File: src/rtl/b64sd_pkg.sv
`timescale 1ns / 1ps

package b64sd_pkg;

  // Largest number of bytes one string may decode to.
  localparam int CAPACITY = 512;

  localparam logic [9:0] COUNT_MAX = 10'h3FF;

  // Codes out of the character map beside the six-bit alphabet values.
  localparam logic [6:0] SEXTET_PAD = 7'd64;
  localparam logic [6:0] SEXTET_BAD = 7'd65;

  localparam logic [7:0] CH_SPACE = 8'h20;
  localparam logic [7:0] CH_CR    = 8'h0D;
  localparam logic [7:0] CH_LF    = 8'h0A;

  typedef enum logic [1:0] {
    STATUS_OK       = 2'd0,
    STATUS_BAD_CHAR = 2'd1,
    STATUS_OVERFLOW = 2'd2
  } status_t;

  typedef struct packed {
    logic [11:0] acc;
    logic [3:0]  held;
    logic [9:0]  count;
    logic        stopped;
    status_t     err;
  } dec_state_t;

  typedef struct packed {
    logic        byte_valid;
    logic [7:0]  data_byte;
    logic        finished;
    status_t     status;
    logic [9:0]  byte_count;
  } dec_result_t;

  function automatic logic [6:0] sextet_of(input logic [7:0] c);
    logic [6:0] v;
    if (c >= "A" && c <= "Z") begin
      v = 7'(c - 8'd65);
    end else if (c >= "a" && c <= "z") begin
      v = 7'(c - 8'd97 + 8'd26);
    end else if (c >= "0" && c <= "9") begin
      v = 7'(c - 8'd48 + 8'd52);
    end else if (c == "+") begin
      v = 7'd62;
    end else if (c == "/") begin
      v = 7'd63;
    end else if (c == "=") begin
      v = SEXTET_PAD;
    end else begin
      v = SEXTET_BAD;
    end
    return v;
  endfunction

endpackage

File: src/rtl/base64_stream_decoder.sv
`timescale 1ns / 1ps

// Base64 stream decoder.
// in_*  : one character per item, in_tdata[7:0] = character, in_tlast = end of
//         string (character ignored on that item).
// out_* : exactly one result per input item. out_tuser = a decoded byte is
//         present in out_tdata[7:0]; out_tlast = end item, status and count are
//         final. out_tdata[9:8] = status (0 ok, 1 bad character, 2 over
//         capacity), out_tdata[19:10] = bytes decoded so far.
// The character map, accumulator shift and capacity compare are combinational
// and sit between the decoder state and the result register. Throughput is
// one item per cycle while the output is not stalled; a new item is taken
// while the previous result is taken in the same cycle.
// When out_tready is low with a result held, in_tready drops and the result
// and decoder state hold until it is taken.
// Reset (rst_n low, synchronous) clears the decoder state and drops
// out_tvalid; an end item also clears the state after reporting.
module base64_stream_decoder (
  input  logic        clk,
  input  logic        rst_n,
  input  logic        in_tvalid,
  output logic        in_tready,
  input  logic [7:0]  in_tdata,   // [7:0] ch
  input  logic        in_tlast,
  output logic        out_tvalid,
  input  logic        out_tready,
  output logic [23:0] out_tdata,  // [7:0] data_byte, [9:8] status, [19:10] byte_count
  output logic        out_tlast,
  output logic        out_tuser   // [0] byte_valid
);

  b64sd_pkg::dec_state_t  st_r;
  b64sd_pkg::dec_state_t  st_nxt;
  b64sd_pkg::dec_result_t res_nxt;
  b64sd_pkg::dec_result_t res_r;
  logic                   out_valid_r;
  logic                   in_fire;

  b64sd_step u_step (
    .st_i     (st_r),
    .ch_i     (in_tdata),
    .is_end_i (in_tlast),
    .st_o     (st_nxt),
    .res_o    (res_nxt)
  );

  assign in_tready = !out_valid_r || out_tready;
  assign in_fire   = in_tvalid && in_tready;

  always_ff @(posedge clk) begin
    if (!rst_n) begin
      st_r        <= '0;
      out_valid_r <= 1'b0;
    end else begin
      if (in_fire) begin
        st_r        <= st_nxt;
        out_valid_r <= 1'b1;
      end else if (out_tready) begin
        out_valid_r <= 1'b0;
      end
    end
  end

  always_ff @(posedge clk) begin
    if (in_fire) begin
      res_r <= res_nxt;
    end
  end

  assign out_tvalid = out_valid_r;
  assign out_tdata  = {4'd0, res_r.byte_count, res_r.status, res_r.data_byte};
  assign out_tlast  = res_r.finished;
  assign out_tuser  = res_r.byte_valid;

`ifndef SYNTHESIS
  // An end item never carries a decoded byte.
  a_end_no_byte: assert property (@(posedge clk) disable iff (!rst_n)
    out_tvalid && out_tlast |-> !out_tuser)
    else $error("end item carries a byte");

  // Bytes come out only while no error is latched.
  a_byte_ok_status: assert property (@(posedge clk) disable iff (!rst_n)
    out_tvalid && out_tuser |-> res_r.status == b64sd_pkg::STATUS_OK)
    else $error("byte emitted with error status");

  // The end item clears the whole decoder state.
  a_end_clears: assert property (@(posedge clk) disable iff (!rst_n)
    in_fire && in_tlast |=> st_r == '0)
    else $error("state not cleared after end item");

  // A latched error holds until the end item.
  a_err_sticky: assert property (@(posedge clk) disable iff (!rst_n)
    st_r.err != b64sd_pkg::STATUS_OK && !(in_fire && in_tlast) |=> $stable(st_r.err))
    else $error("error code changed before end item");

  // The byte count advances by at most one per item.
  a_count_step: assert property (@(posedge clk) disable iff (!rst_n)
    in_fire && !in_tlast |=> st_r.count == $past(st_r.count)
                             || st_r.count == $past(st_r.count) + 10'd1)
    else $error("byte count jumped");
`endif

endmodule

File: src/rtl/b64sd_step.sv
`timescale 1ns / 1ps

module b64sd_step (
  input  b64sd_pkg::dec_state_t  st_i,
  input  logic [7:0]             ch_i,
  input  logic                   is_end_i,
  output b64sd_pkg::dec_state_t  st_o,
  output b64sd_pkg::dec_result_t res_o
);

  logic [6:0]  sextet;
  logic [11:0] acc_shift;
  logic [3:0]  held_add;
  logic [3:0]  held_left;
  logic        is_ws;

  assign sextet    = b64sd_pkg::sextet_of(ch_i);
  assign acc_shift = {st_i.acc[5:0], sextet[5:0]};
  assign held_add  = st_i.held + 4'd6;
  assign held_left = held_add - 4'd8;
  assign is_ws     = (ch_i == b64sd_pkg::CH_SPACE) || (ch_i == b64sd_pkg::CH_CR)
                     || (ch_i == b64sd_pkg::CH_LF);

  always_comb begin
    st_o  = st_i;
    res_o = '0;
    if (is_end_i) begin
      res_o.finished   = 1'b1;
      res_o.status     = st_i.err;
      res_o.byte_count = st_i.count;
      st_o             = '0;
    end else begin
      if (!st_i.stopped && st_i.err == b64sd_pkg::STATUS_OK) begin
        if (sextet == b64sd_pkg::SEXTET_BAD) begin
          if (!is_ws) begin
            st_o.err = b64sd_pkg::STATUS_BAD_CHAR;
          end
        end else if (sextet == b64sd_pkg::SEXTET_PAD) begin
          st_o.stopped = 1'b1;
        end else begin
          st_o.acc  = acc_shift;
          st_o.held = held_add;
          if (held_add >= 4'd8) begin
            st_o.held = held_left;
            if (32'(st_i.count) >= b64sd_pkg::CAPACITY) begin
              st_o.err = b64sd_pkg::STATUS_OVERFLOW;
            end else begin
              res_o.data_byte  = 8'(acc_shift >> held_left);
              res_o.byte_valid = 1'b1;
              if (st_i.count != b64sd_pkg::COUNT_MAX) begin
                st_o.count = st_i.count + 10'd1;
              end
            end
          end
        end
      end
      res_o.status     = st_o.err;
      res_o.byte_count = st_o.count;
    end
  end

endmodule
File: config.mk
export PLATFORM = sky130hd
export DESIGN_NAME = base64_stream_decoder
export DESIGN_NICKNAME = d
export VERILOG_FILES = /design/src/rtl/b64sd_pkg.sv /design/src/rtl/base64_stream_decoder.sv /design/src/rtl/b64sd_step.sv
export SDC_FILE = /design/constraint.sdc
export NUM_CORES = 1
export LEC_CHECK = 0
export BUFFER_PORTS_ARGS = -buffer_cell sky130_fd_sc_hd__buf_2
export CAP_MARGIN = 20
export CELL_PAD_IN_SITES_DETAIL_PLACEMENT = 0
export CELL_PAD_IN_SITES_GLOBAL_PLACEMENT = 2
export CORE_MARGIN = 4
export CORE_UTILIZATION = 36
export DETAILED_ROUTE_END_ITERATION = 16
export PLACE_DENSITY_LB_ADDON = 0.2
export SLEW_MARGIN = 20
export SYNTH_ARGS = -nofsm -noshare
export SYNTH_HDL_FRONTEND = slang
export SYNTH_SLANG_ARGS = --single-unit
export TNS_END_PERCENT = 10
File: constraint.sdc
create_clock -name clk -period 3.5 [get_ports clk]
set_input_delay 0.7 -clock clk [delete_from_list [all_inputs] [get_ports clk]]
set_output_delay 0.7 -clock clk [all_outputs]
set_load 0.01 [all_outputs]
# --- Yosys cells after proc, flatten, opt, wreduce, memory -nomap -nowiden ---
# Index checks and enable logic that the tools add are counted.
# Widths: inputs -> output; s select.
totals:
  regBits: 46
  latchBits: 0
  ramBits: 0
  mem_bits_ro: 0
  inputBits: 13
  out_inout_bits: 28
  wordCells: 83
  memories: 0
classes:
  n_addsub: 8
  multipliers: 0
  div: 0
  magnitude_cmp: 8
  n_eq_ne: 11
  shifts: 1
  muxes: 24
  n_bitwise: 2
  n_reduce_logical: 18
ops:
  columns: ["operator", "n"]
  rows:
  - ["$mux 23", 2]
  - ["$mux 7", 5]
  - ["$eq 8x6->1 const B", 4]
  - ["$mux 21", 1]
  - ["$mux 10", 2]
  - ["$mux 20", 1]
  - ["$eq 8x4->1 const B", 2]
  - ["$ge 8x7->1 const B", 2]
  - ["$le 8x7->1 const B", 2]
  - ["$eq 7x7->1 const B", 2]
  - ["$mux 14", 1]
  - ["$sub 7x7->7 const B", 2]
  - ["$mux 12", 1]
  - ["$shr 12x4->8", 1]
  - ["$add 10x1->10 const B", 1]
  - ["$ge 10x10->1 const B", 1]
  - ["$mux 2", 5]
  - ["$ne 10x10->1 const B", 1]
  - ["$mux 9", 1]
  - ["$ge 8x6->1 const B", 1]
  - ["$le 8x6->1 const B", 1]
  - ["$reduce_and 4->1", 2]
  - ["$add 7x5->7 const B", 1]
  - ["$add 7x6->7 const B", 1]
  - ["14 further kinds", 29]

# --- Logic depth before layout (Yosys ltp) ---
logic_depth:
  ltp_word: 12
  ltp_mapped: 12
  ltp_nobuf: 10

# --- Cells and area by module ---
# Synthesis repeated with hierarchy kept, for this count alone.
unflattened:
  cells_unflattened: 442
  hier_area_um2: 3792.4
modules_own_cells:
  columns: ["module", "instances", "cells_each", "area_each_um2"]
  rows:
  - ["base64_stream_decoder", 1, 159, 1941.9]
  - ["b64sd_step", 1, 283, 1850.5]

# --- Worst setup path after synthesis ---
# OpenSTA, ideal clock, no wires.
synth_path:
  path_kind: "input-to-reg"
  start: "in in_tdata[1]"
  end: "reg res_r, in the netlist out_tdata[18] (data pin)"
  setup_ns: 0.259
  arrival_ns: 2.758
  t_required_ns: 3.241
  path_slack_ns: 0.483
  path_stages: 12
  path_buffers: 2
  cell_sequence: "buf_4 > inv_1 > ha_1 > and4bb_2 > a311oi_2 > nor2_2 > nor3_2 > nand2_2 > inv_2 > buf_6 > nand3_1 > xnor2_1"
synth_lines:
  columns: ["element", "line", "rtl"]
  rows:
  - ["start: declaration", "base64_stream_decoder.sv:23", "input logic [7:0] in_tdata,"]
  - ["end signal: assignment", "base64_stream_decoder.sv:66", "res_r <= res_nxt;"]
  - ["end: declaration", "base64_stream_decoder.sv:35", "b64sd_pkg::dec_result_t res_r;"]

==> metrics.txt <==
prevailing post-synth register cell sky130_fd_sc_hd__dfxtp_1; number of buffers inserted by post-CTS setup repair 0; Clock Root Buffer sky130_fd_sc_hd__clkbuf_8; clock buffers created by TritonCTS 5; leftover overflow at the end of global routing 0; design internal power 774.0 uW; power per cell area between 300 and 400 mW/mm2; antenna violations before repair 0; remaining design rule violation count 0; share of cells above drive strength 1 21.76%; Synth cell types 77; RSZ-0062 raised after global routing false; die outline height just under 100 um; Worst Path Required 3.55 ns; switching portion of total power between 20 and 30%; register clock-pin slew on the reported worst setup and hold paths 0.08 ns; sequential share of power between 50% and 60%; final critical path time including I/O delays and setup 3.008 ns; crit path kind input pin to flip-flop; post-detailed-placement half-perimeter wirelength just under 5000 um; share of the core filled with cells 41.20%; Crit. End Element flip-flop; overall die area 0.009651 mm2; Area growth, synth to finish 9.731%; first-pass GRT wire length 11070 um; Worst Hold Endpoint st_r[16]; total net switching power 284.9 uW; layout net count roughly 360; part of the power in the clock network 28.7%; post-cts sizing count 0; arrival time of the worst setup path ~3.1 ns; min-delay src st_r[16]; Setup Total Neg Slack 0 ns; synthesis-stage register bit count 45; first-iteration detailed-routing DRC count 134; final setup violating endpoints 0; Core Region 0.007807 mm2; routed length per placed instance 15.00 um; Horiz. Die Dim 98.24 um; count of flip-flops with a built-in enable after synthesis 22; number of vias after detailed routing 2374; CP delay by family, top compound AO/OA/AOI/OAI gates; worst relative slew slack about half; standard cell with the maximum stage delay on the critical path sky130_fd_sc_hd__a311oi_2; reg-to-reg critical path endpoint out_tdata[14]; largest net degree at the start of global routing 29; flop2flop setup slack 0.72 ns; vias per inst ~5.4; fraction of power consumed by combinational cells 17.0%; number of max-slew violations in the final report 0; gate count of the mapped netlist 307; last weighted congestion value of the routability-driven placer 0.8062; vias in the first global route 2160; status finished clean; Worst Setup Start Kind input pin; number of placement rows 32; cts hold-fix bufs 0; post-detailed-route count of antenna-violating nets 0; Final Total Pwr 1.059 mW; TritonCTS clock tree built; crit-path max cell delay roughly 0.4 ns; clock latency on the worst-skew pair 0.29 ns; per-instance average area after synthesis ~9.5 um2; reported max-cap violation count 0; PortBufs 36; Post-synth ARST share 0%; share of the yosys chip area belonging to registers 38.24%; total track usage 13.80%; largest driver fanout on the critical path 15; slew at the pin with the worst max-slew slack 0.7607 ns; sum of buffers and inverters on the critical path 3; count of inserted antenna diode cells 0; FF-to-FF Start st_r[14]; Max Fclk around 330 MHz; worst vdd ir 0.0001309 V; critical path, cell by cell buf_2 > inv_1 > ha_1 > a21o_2 > a311oi_2 > a211oi_4 > nor3_2 > nand2_2 > inv_2 > nand4_1 > xnor2_1; H-tree depth 2; cell count of the worst hold path 2; post-synthesis instance area 0.002932 mm2; starting utilization of the core area between 30% and 40%; number of search-and-repair iterations in the first detailed-routing pass 5; share of the clock period used by the worst path after layout a little under nine tenths; maximum count of clock buffers along a single path 2; number of top-level pins 41; Tightest Hold Check Type flip-flop to flip-flop; number of cells on the worst reg-to-reg path 9; CTS sink count 45; overall routed net length 6629 um; Layout Skew 0.005824 ns; leakage power total 1.156 nW; Final Hold Violating Endpoints 0; YS warnings 0
[per-layer routing]
metal  vias up  GRT usage [%]  share of wire [%]  wire, um
li1       1200              -                  -         -
met1      1098          19.11                 49      3253
met2        66          21.78                 44      2924
met3        10          2.929                5.3       353
met4         0          3.992                1.5        98
met5         -              0                  0         0
[synthesized netlist by cell type (2+ instances only)]
master	n	area share, %
sky130_fd_sc_hd__nor3_1	8	1.4
sky130_fd_sc_hd__a21oi_1	7	1.2
sky130_fd_sc_hd__nor2_1	23	2.9
sky130_fd_sc_hd__clkbuf_8	4	1.9
sky130_fd_sc_hd__ha_1	12	5.1
sky130_fd_sc_hd__a41oi_1	3	0.90
sky130_fd_sc_hd__mux2i_1	2	0.68
sky130_fd_sc_hd__or3_1	2	0.43
sky130_fd_sc_hd__clkbuf_1	6	0.77
sky130_fd_sc_hd__o211ai_1	3	0.77
sky130_fd_sc_hd__a311oi_1	4	1.2
sky130_fd_sc_hd__and2_1	4	0.85
sky130_fd_sc_hd__dfxtp_1	23	16
sky130_fd_sc_hd__mux4_2	2	1.5
sky130_fd_sc_hd__a311o_2	3	1.2
sky130_fd_sc_hd__a31oi_1	12	2.6
sky130_fd_sc_hd__o21a_1	2	0.51
sky130_fd_sc_hd__nand3b_1	2	0.51
sky130_fd_sc_hd__a22oi_1	3	0.77
sky130_fd_sc_hd__nor2b_1	2	0.43
sky130_fd_sc_hd__nor4_1	2	0.43
sky130_fd_sc_hd__buf_2	2	0.34
sky130_fd_sc_hd__buf_4	6	1.5
sky130_fd_sc_hd__a31o_2	2	0.60
sky130_fd_sc_hd__nand3_1	17	2.9
sky130_fd_sc_hd__clkinv_1	2	0.26
sky130_fd_sc_hd__and3_1	2	0.43
sky130_fd_sc_hd__a21o_1	2	0.51
sky130_fd_sc_hd__xnor2_1	11	3.3
sky130_fd_sc_hd__inv_1	17	2.2
sky130_fd_sc_hd__nand2b_1	3	0.64
sky130_fd_sc_hd__o21ai_0	14	2.4
sky130_fd_sc_hd__edfxtp_1	22	23
sky130_fd_sc_hd__a311o_1	2	0.68
sky130_fd_sc_hd__buf_6	3	1.2
sky130_fd_sc_hd__xor2_1	3	0.90
sky130_fd_sc_hd__nand4_1	8	1.7
sky130_fd_sc_hd__nand2_1	23	2.9
[layout by cell type (no fill, tap or decap), types with 7 or more instances in the layout]
master,synthesis,final
sky130_fd_sc_hd__edfxtp_1,22,22
sky130_fd_sc_hd__buf_2,2,36
sky130_fd_sc_hd__a31oi_1,12,12
sky130_fd_sc_hd__nand3_1,17,17
sky130_fd_sc_hd__a21oi_1,7,7
sky130_fd_sc_hd__dfxtp_1,23,23
sky130_fd_sc_hd__nor2_1,23,23
sky130_fd_sc_hd__inv_1,17,17
sky130_fd_sc_hd__ha_1,12,12
sky130_fd_sc_hd__nand2_1,23,23
sky130_fd_sc_hd__nand4_1,8,8
sky130_fd_sc_hd__nor3_1,8,8
sky130_fd_sc_hd__xnor2_1,11,11
sky130_fd_sc_hd__o21ai_0,14,14
sky130_fd_sc_hd__buf_4,6,8
[final cells by class]
type	instances	area, um2
clock buffer	7	76.32
clock inverter	1	7.507
fill	811	4591
inverter	20	75.07
multi-input combinational	223	1569
sequential	45	1121
tap	102	127.6
timing repair buffer	44	240.2
[power groups by stage]
stage / clock network, mW / logic (mW) / registers, mW
6_report: 0.304 / 0.180 / 0.575
5_1_grt: 0.339 / 0.200 / 0.577
4_1_cts: 0.317 / 0.181 / 0.575
3_5_place_dp: 0 / 0.181 / 0.587
3_3_place_gp: 0 / 0.183 / 0.587
2_1_floorplan: 0 / 0.126 / 0.594
[metrics by stage]
step	hold WS (ns)	area, um2	worst slack (ns)	instances
2_1_floorplan	0.4214	2943	0.4826	310
3_3_place_gp	0.4293	3133	0.2362	434
3_5_place_dp	0.4336	3133	0.1767	434
4_1_cts	0.4457	3217	0.4872	442
5_1_grt	0.4880	3217	0.2534	442
6_report	0.4440	3217	0.4919	442
[logic make-up (layout without fill, tap and decap cells)]
logic type	after synthesis	in the layout	share of synthesized area [%]
AND/OR/NAND/NOR	111	111	20.74
multiplexers	5	5	2.603
flip-flops	45	45	38.24
AO/OA/AOI/OAI	77	77	20.36
adder cells (fa/ha/maj)	12	12	5.122
other	1	4	0.1279
XOR/XNOR	14	14	4.183
buffers and inverters	42	72	8.621
[worst max path at each step]
stage	start	to	cells after the start	slack, ns
2_1_floorplan	in_tdata[1]	out_tdata[18]	12	0.48
3_3_place_gp	in_tdata[2]	out_tdata[14]	11	0.24
3_5_place_dp	in_tdata[2]	out_tdata[14]	11	0.18
4_1_cts	in_tdata[2]	out_tdata[14]	11	0.49
5_1_grt	in_tdata[2]	out_tdata[14]	11	0.25
6_report	in_tdata[2]	out_tdata[14]	11	0.49
[worst register-to-register path: stages, from the launching register on]
cell,delay (ns)
sky130_fd_sc_hd__dfxtp_1,0.63
sky130_fd_sc_hd__inv_1,0.25
sky130_fd_sc_hd__ha_1,0.27
sky130_fd_sc_hd__xor2_1,0.16
sky130_fd_sc_hd__or3_1,0.37
sky130_fd_sc_hd__nor3_2,0.18
sky130_fd_sc_hd__nand2_2,0.15
sky130_fd_sc_hd__inv_2,0.23
sky130_fd_sc_hd__nand4_1,0.15
sky130_fd_sc_hd__xnor2_1,0.16
[registers in the layout, summed over array words and instances (netlist names)]
register / flops
out_tuser: 1
st_r: 22
out_tdata: 20
out_tlast: 1
out_tvalid: 1
Note: power is estimated with default switching activity, not from simulation.
